[config.mk]
export PLATFORM = sky130hd
export DESIGN_NAME = fatet_ctrl
export DESIGN_NICKNAME = d
export VERILOG_FILES = /design/src/rtl/core/fatet_pkg.sv /design/src/rtl/core/fatet_ctrl.sv
export VERILOG_INCLUDE_DIRS = /design/src /design/src/rtl/core
export SDC_FILE = /design/constraint.sdc
export NUM_CORES = 1
export LEC_CHECK = 0
export BUFFER_PORTS_ARGS = -buffer_cell sky130_fd_sc_hd__buf_4
export CAP_MARGIN = 15
export CORE_AREA = 5 5 42 44
export CTS_BUF_LIST = sky130_fd_sc_hd__clkbuf_16
export DETAILED_ROUTE_END_ITERATION = 10
export DIE_AREA = 0 0 47 49
export PLACE_DENSITY = 0.69
export SETUP_SLACK_MARGIN = 0.02
export SLEW_MARGIN = 20
export SYNTH_ARGS = -nofsm -noshare
export SYNTH_HDL_FRONTEND = slang
export SYNTH_SLANG_ARGS = --single-unit
[constraint.sdc]
create_clock -name clk -period 1.85 [get_ports clk]
set_clock_uncertainty 0.05 [all_clocks]
set_input_delay 0.0925 -clock clk [delete_from_list [all_inputs] [get_ports clk]]
set_output_delay 0.0925 -clock clk [all_outputs]
set_load 0.03 [all_outputs]
[src/rtl/core/fat12_fat16_entry_table_macros.svh]
// ---------------------------------------------------------------------------
// fat12_fat16_entry_table assertion macros
// immediate and next-cycle implications, reset-qualified
// ---------------------------------------------------------------------------
`ifndef FAT12_FAT16_ENTRY_TABLE_MACROS_SVH
`define FAT12_FAT16_ENTRY_TABLE_MACROS_SVH

// consequent must hold in the same cycle as the antecedent
`define FATET_ASSERT_NOW(label, clk, rst_n, ante, cons, msg) \
	label: assert property (@(posedge clk) disable iff (!rst_n) (ante) |-> (cons)) \
		else $error(msg);

// consequent must hold in the cycle after the antecedent
`define FATET_ASSERT_NEXT(label, clk, rst_n, ante, cons, msg) \
	label: assert property (@(posedge clk) disable iff (!rst_n) (ante) |=> (cons)) \
		else $error(msg);

`endif

[src/rtl/core/fatet_pkg.sv]
// ---------------------------------------------------------------------------
// fatet_pkg
// shared types and constants for the cluster table store
// ---------------------------------------------------------------------------
package fatet_pkg;

	localparam int unsigned LIM_W  = 17;

	localparam logic [2:0] REG_FAT16_MODE = 3'd0;

	localparam logic [1:0] KIND_LOAD_BYTE  = 2'd0;
	localparam logic [1:0] KIND_READ_BYTE  = 2'd1;
	localparam logic [1:0] KIND_READ_ENTRY = 2'd2;
	localparam logic [1:0] KIND_WRITE_ENTRY = 2'd3;

	localparam logic [15:0] FAT16_BAD = 16'hfff7;
	localparam logic [15:0] FAT16_EOC = 16'hfff8;
	localparam logic [15:0] FAT12_BAD = 16'h0ff7;
	localparam logic [15:0] FAT12_EOC = 16'h0ff8;
	localparam logic [15:0] FAT12_MASK = 16'h0fff;

	typedef enum logic [2:0] {
		SEL_BYTE,
		SEL_LO,
		SEL_HI,
		SEL_NB,
		SEL_OTHER
	} addr_sel_t;

	typedef struct packed {
		logic      load_in;
		logic      mem_en;
		logic      mem_we;
		addr_sel_t addr_sel;
		logic      cap_lo;
		logic      load_out;
	} cmd_t;

	typedef struct packed {
		logic [1:0] kind;
		logic       fat16;
		logic       range_err;
	} status_t;

endpackage

[src/rtl/core/fatet_ctrl.sv]
// ---------------------------------------------------------------------------
// fatet_ctrl
// sequencer for byte and entry accesses on the single-port table memory
// ---------------------------------------------------------------------------
`include "fat12_fat16_entry_table_macros.svh"

module fatet_ctrl (
	input  logic              clk,
	input  logic              arst_n,
	input  logic              in_valid,
	output logic              in_ready,
	output logic              out_valid,
	input  logic              out_ready,
	input  fatet_pkg::status_t status,
	output fatet_pkg::cmd_t   cmd
);
	import fatet_pkg::*;

	typedef enum logic [3:0] {
		S_IDLE,
		S_LOAD,
		S_RDB,
		S_RD_LO,
		S_RD_HI,
		S_RMW_RD,
		S_WR_A,
		S_WR_B,
		S_FIN
	} state_t;

	state_t state_q;
	logic   out_valid_q;
	logic   in_fire;
	logic   slot_free;

	assign in_ready  = (state_q == S_IDLE);
	assign in_fire   = in_valid && in_ready;
	assign out_valid = out_valid_q;
	assign slot_free = !out_valid_q || out_ready;

	always_comb begin
		cmd          = '0;
		cmd.addr_sel = SEL_BYTE;
		case (state_q)
			S_IDLE: begin
				cmd.load_in = in_fire;
			end
			S_LOAD: begin
				cmd.mem_en = 1'b1;
				cmd.mem_we = 1'b1;
			end
			S_RDB: begin
				cmd.mem_en = 1'b1;
			end
			S_RD_LO: begin
				cmd.mem_en   = 1'b1;
				cmd.addr_sel = SEL_LO;
			end
			S_RD_HI: begin
				cmd.mem_en   = 1'b1;
				cmd.addr_sel = SEL_HI;
				cmd.cap_lo   = 1'b1;
			end
			S_RMW_RD: begin
				cmd.mem_en   = 1'b1;
				cmd.addr_sel = SEL_NB;
			end
			S_WR_A: begin
				cmd.mem_en   = 1'b1;
				cmd.mem_we   = 1'b1;
				cmd.addr_sel = SEL_NB;
			end
			S_WR_B: begin
				cmd.mem_en   = 1'b1;
				cmd.mem_we   = 1'b1;
				cmd.addr_sel = SEL_OTHER;
			end
			S_FIN: begin
				cmd.load_out = slot_free;
			end
			default: begin
				cmd = '0;
			end
		endcase
	end

	always_ff @(posedge clk or negedge arst_n) begin
		if (!arst_n) begin
			state_q     <= S_IDLE;
			out_valid_q <= 1'b0;
		end else begin
			if (out_valid_q && out_ready) begin
				out_valid_q <= 1'b0;
			end
			case (state_q)
				S_IDLE: begin
					if (in_fire) begin
						if (status.range_err) begin
							state_q <= S_FIN;
						end else begin
							case (status.kind)
								KIND_LOAD_BYTE:  state_q <= S_LOAD;
								KIND_READ_BYTE:  state_q <= S_RDB;
								KIND_READ_ENTRY: state_q <= S_RD_LO;
								// fat16 writes whole bytes, no merge read needed
								default:         state_q <= status.fat16 ? S_WR_A : S_RMW_RD;
							endcase
						end
					end
				end
				S_LOAD:   state_q <= S_FIN;
				S_RDB:    state_q <= S_FIN;
				S_RD_LO:  state_q <= S_RD_HI;
				S_RD_HI:  state_q <= S_FIN;
				S_RMW_RD: state_q <= S_WR_A;
				S_WR_A:   state_q <= S_WR_B;
				S_WR_B:   state_q <= S_FIN;
				S_FIN: begin
					if (slot_free) begin
						out_valid_q <= 1'b1;
						state_q     <= S_IDLE;
					end
				end
				default: state_q <= S_IDLE;
			endcase
		end
	end

	`FATET_ASSERT_NEXT(a_accept_busy, clk, arst_n, in_valid && in_ready, !in_ready, "ready after accept")
	`FATET_ASSERT_NOW(a_load_slot_free, clk, arst_n, cmd.load_out,
		!out_valid || out_ready, "result overwritten")
	`FATET_ASSERT_NEXT(a_load_valid, clk, arst_n, cmd.load_out, out_valid, "result lost")
	`FATET_ASSERT_NOW(a_no_mem_idle, clk, arst_n, state_q == S_IDLE || state_q == S_FIN,
		!cmd.mem_en, "memory access outside item")

endmodule

## Word level (Yosys, flattened, before mapping)

Cells that the tools add are included.

- Equality and inequality tests: 12
- Muxes and demuxes: 15
- Reductions and logical operators: 11

Operators with widths:

| kind | number |
|---|---|
| 4-bit one-hot mux with 6 select lines | 1 |
| 4-bit by 3-bit equality test with 1-bit output, second input constant | 4 |
| 4-bit 2-to-1 mux | 3 |
| 3-bit one-hot mux with 4 select lines | 1 |
| 3-bit one-hot mux with 3 select lines | 1 |
| 4-bit by 2-bit equality test with 1-bit output, second input constant | 2 |
| 1-bit 2-to-1 mux | 8 |
| 7-bit OR reduction | 1 |
| 4-bit by 1-bit equality test with 1-bit output, second input constant | 1 |
| 4-bit equality test, second input constant | 1 |
| 4-bit logical NOT | 1 |
| 4-bit OR reduction | 1 |
| 3-bit OR reduction | 1 |
| 2-bit by 1-bit equality test with 1-bit output, second input constant | 1 |
| 2-bit equality test, second input constant | 1 |
| 1-bit logical AND | 2 |
| 2-bit logical NOT | 1 |
| 2-bit 2-to-1 mux | 1 |
| 2-bit by 1-bit inequality test with 1-bit output, second input constant | 1 |
| 2-bit inequality test, second input constant | 1 |
| 2-bit AND reduction | 1 |
| 2-bit OR reduction | 1 |
| 1-bit logical NOT | 1 |
| 1-bit logical OR | 1 |

- Input bits: 8
- Output and inout bits: 10
- Register bits after elaboration: 5

## Logic depth before layout (Yosys ltp)

- Word-level depth: 5
- Mapped depth: 5
- Gate-level depth less buffers: 5

## Worst setup path before layout

Ideal clock, no wire load.

- Kind: register to register
- Start: register state_q[1]
- End: register state_q[2]
- Path slack: -0.063 ns
- Arrival time: 1.795 ns
- Cell stages (with the launch flop): 5
- Clock period less this slack: 1.913 ns
- Library setup time: 0.068 ns
- Data required time: 1.732 ns
- Cell sequence: dfrtp_1 -> buf_1 -> a21oi_1 -> a211oi_1 -> o21a_1

- Longest elaborated chain between the ends: 4

RTL lines:

| element | line | RTL |
|---|---|---|
| start, declared | fatet_ctrl.sv:31 | `state_t state_q;` |
| start signal, assigned | fatet_ctrl.sv:106 | `default: state_q <= status.fat16 ? S_WR_A : S_RMW_RD;` |
| branches (longest 4 deep; another with 4-bit one-hot mux with 6 select lines) | n/a |  |

Parallel ways; which one is timed is not known.
A chain may end at the register's enable or synchronous reset.

==> results.toml <==
[sta]
fin_tns_setup_ns = 0
whs_ns = 0.114
layout_setup_ws_ns = 0.158
finalHoldViolCount = 0
max_freq_mhz = 591
setup_viol = 0
maxSlewViolCount = 0
post-route-min-period_ns = 1.69
slew-limit-headroom_pct = 71.4
finalCritPeriodShare_pct = 91.4
grt_setup_unrepaired = "false"
worst_pin_slew_ns = 0.426

[die]
dieWidth_um = 47
core_um2 = 1400
die_h_um = 49
ios = 18
die_area_um2 = 2300
rows = 14
start_util_pct = 30.2

[clocking]
clock-root-buffer = "clkbuf_16"
cts_resized = 0
cts.clk_slew.worst_paths_ns = 0.03
clock_tree.buffer_depth = 2
clk_latency_ns = 0.22
numCtsBuffers = 3
cts_hold_buf = 1
cts.sinks = 5
post_cts_buffers = 0
cts_tree = "yes"
cts.htree.levels = 1

[global_route]
grt_first_pass_wirelength_um = 1530
grt-ovfl-total = 0
grt_pass1_vias = 359
grt_antenna_before_repair = 0
grt_usage_pct = 8.84
grt_max_degree = 12

[worst_setup_path]
crit_required_ns = 1.71
worst-setup-path-type = "flip-flop to primary output"
crit_arrival_ns = 1.55
critical_path.endpoint_type = "primary output"
cp_max_fo = 10
cp-start-kind = "flip-flop"

[power]
p_comb_share_pct = 47.0
ir_drop_mv = 0.803
p_switching_mw = 0.376
p_sw_share_pct = 38.2
power_density_nw_per_um2 = 1500
share_seq_of_total_power_pct = 18.0
p_total_mw = 0.984
p_clk_share_pct = 35.0
leakagePower_nw = 0.322
p_int_mw = 0.608

[synthesis]
synth-seq-cells = 5
yosys_warnings = 0
syn-cell-area_um2 = 423
synth.yosys.seq_area_share_pct = 29.6
synth_compound_area_share_pct = 21.0
synth-simple-area-share_pct = 24.3
synth_nets = 62
yosysUniqueCellTypes = 24
syn_inst = 51
synth_mux_area_share_pct = 2.37
synth_xor_area_share_pct = 4.14
syn_avg_cell_area_um2 = 8.29
synth_adder_area_share_pct = 8.88
synth_top_family_by_area = "simple AND/OR/NAND/NOR gates"

[routing]
vias = 415
wl_um = 973
antenna_left = 0
wire_per_inst_um = 11.2
drt_iter0_drc = 8
drc = 0
drt-pass1-iter-count = 3
vias_per_cell = 4.77

[cells_and_area]
layout-drive-gt1-share_pct = 36.6
antenna_cells = 0
syn_to_final_growth_pct = 55.3
nets = 83
final_area_um2 = 657

[placed_design]
post-place-ws_ns = 0.290
dp_hpwl_um = 767
routabilityCongestion = 0.743
io_buffers = 17
post_dp_cell_area_um2 = 568

[min_path]
hp-class = "primary input to flip-flop"

[job]
maxCapViolations = 0

[outcome]
status = "completed"
## cells in the final DEF (no fill, tap or decap)
cell	n
and2_1	1
xnor2_1	2
mux2i_1	1
and3_1	1
nand2b_1	2
nand2_1	4
clkbuf_16	3
or3_1	1
a211o_1	1
a2111oi_2	1
buf_4	19
dfrtp_1	5
dlygate4sd3_1	1
nor3b_1	2
a21oi_1	5
inv_1	5
inv_2	1
a211oi_2	1
ha_1	3
nor2_1	4
o21a_1	2
nor3_1	3
o32ai_1	2
or4_4	1
## kinds of logic (layout without fill, tap and decap cells)
group,after synthesis,after routing
buffers and inverters,9,29
adders and majority gates,3,3
AOI/OAI and AO/OA,12,12
DFF,5,5
xor gates and xnor gates,2,2
muxes,1,1
and+or+nand+nor,19,19
## critical path: stages (launching register included)
cell     delay [ns]
dfrtp_1        0.37
buf_4          0.18
nor3_1         0.40
and3_1         0.22
buf_4          0.15
## power groups by stage
stage	registers, mW	clock network [mW]	logic, mW
floorplan	0.175	0	0.321
global placement	0.178	0	0.463
detailed placement	0.177	0	0.466
CTS	0.177	0.350	0.468
global route	0.185	0.355	0.497
finish	0.177	0.344	0.463
## area by class of cell
class	count	area, um2
clock inverter	1	3.75
sequential	5	125
fill	141	744
timing repair buffer	20	153
multi-input combinational	37	262
tap	16	20.0
clock buffer	3	75.1
inverter	5	18.8
## registers in the layout, indices dropped and copies added (netlist names)
signal,count
state_q,4
out_valid,1
## metal layers
layer	GRT usage (%)	part of all wire (%)
met3	2.21	3.6
met2	14.3	53
met4	4.15	0
met5	0	0
met1	10.5	43
## synthesized netlist by cell type (all sizes together)
library cell,count,area share (%)
a211oi,1,1.8
or3,1,1.5
nor3,3,3.5
a2111oi,1,3.5
o32ai,2,4.1
and3,1,1.5
nand2,4,3.5
ha,3,8.9
or4,1,2.7
inv,5,4.4
and2,1,1.5
o21a,2,3.5
a21oi,5,5.9
dfrtp,5,30
a211o,1,2.1
nor2,4,3.5
nand2b,2,3.0
mux2i,1,2.4
clkbuf,2,1.8
xnor2,2,4.1
nor3b,2,3.5
buf,2,3.5
## through the flow
step                instances  utilization [%]
floorplan                  51                -
global placement           82             40.5
detailed placement         82             40.5
CTS                        87             46.9
global route               87             46.9
finish                     87             46.9
## final timing paths
path                              end       start  slack [ns]  cells past startpoint
setup / recovery               cmd[0]  state_q[0]        0.16                      4
hold / removal              out_valid   out_ready        0.11                      3
setup reg to reg           state_q[0]  state_q[2]        0.28                      3
hold reg to reg             out_valid   out_valid        0.46                      2
max in group asynchronous  state_q[2]      arst_n        1.48                      2
min in group asynchronous  state_q[1]      arst_n        0.16                      2
(Power assumes the default switching activity.)
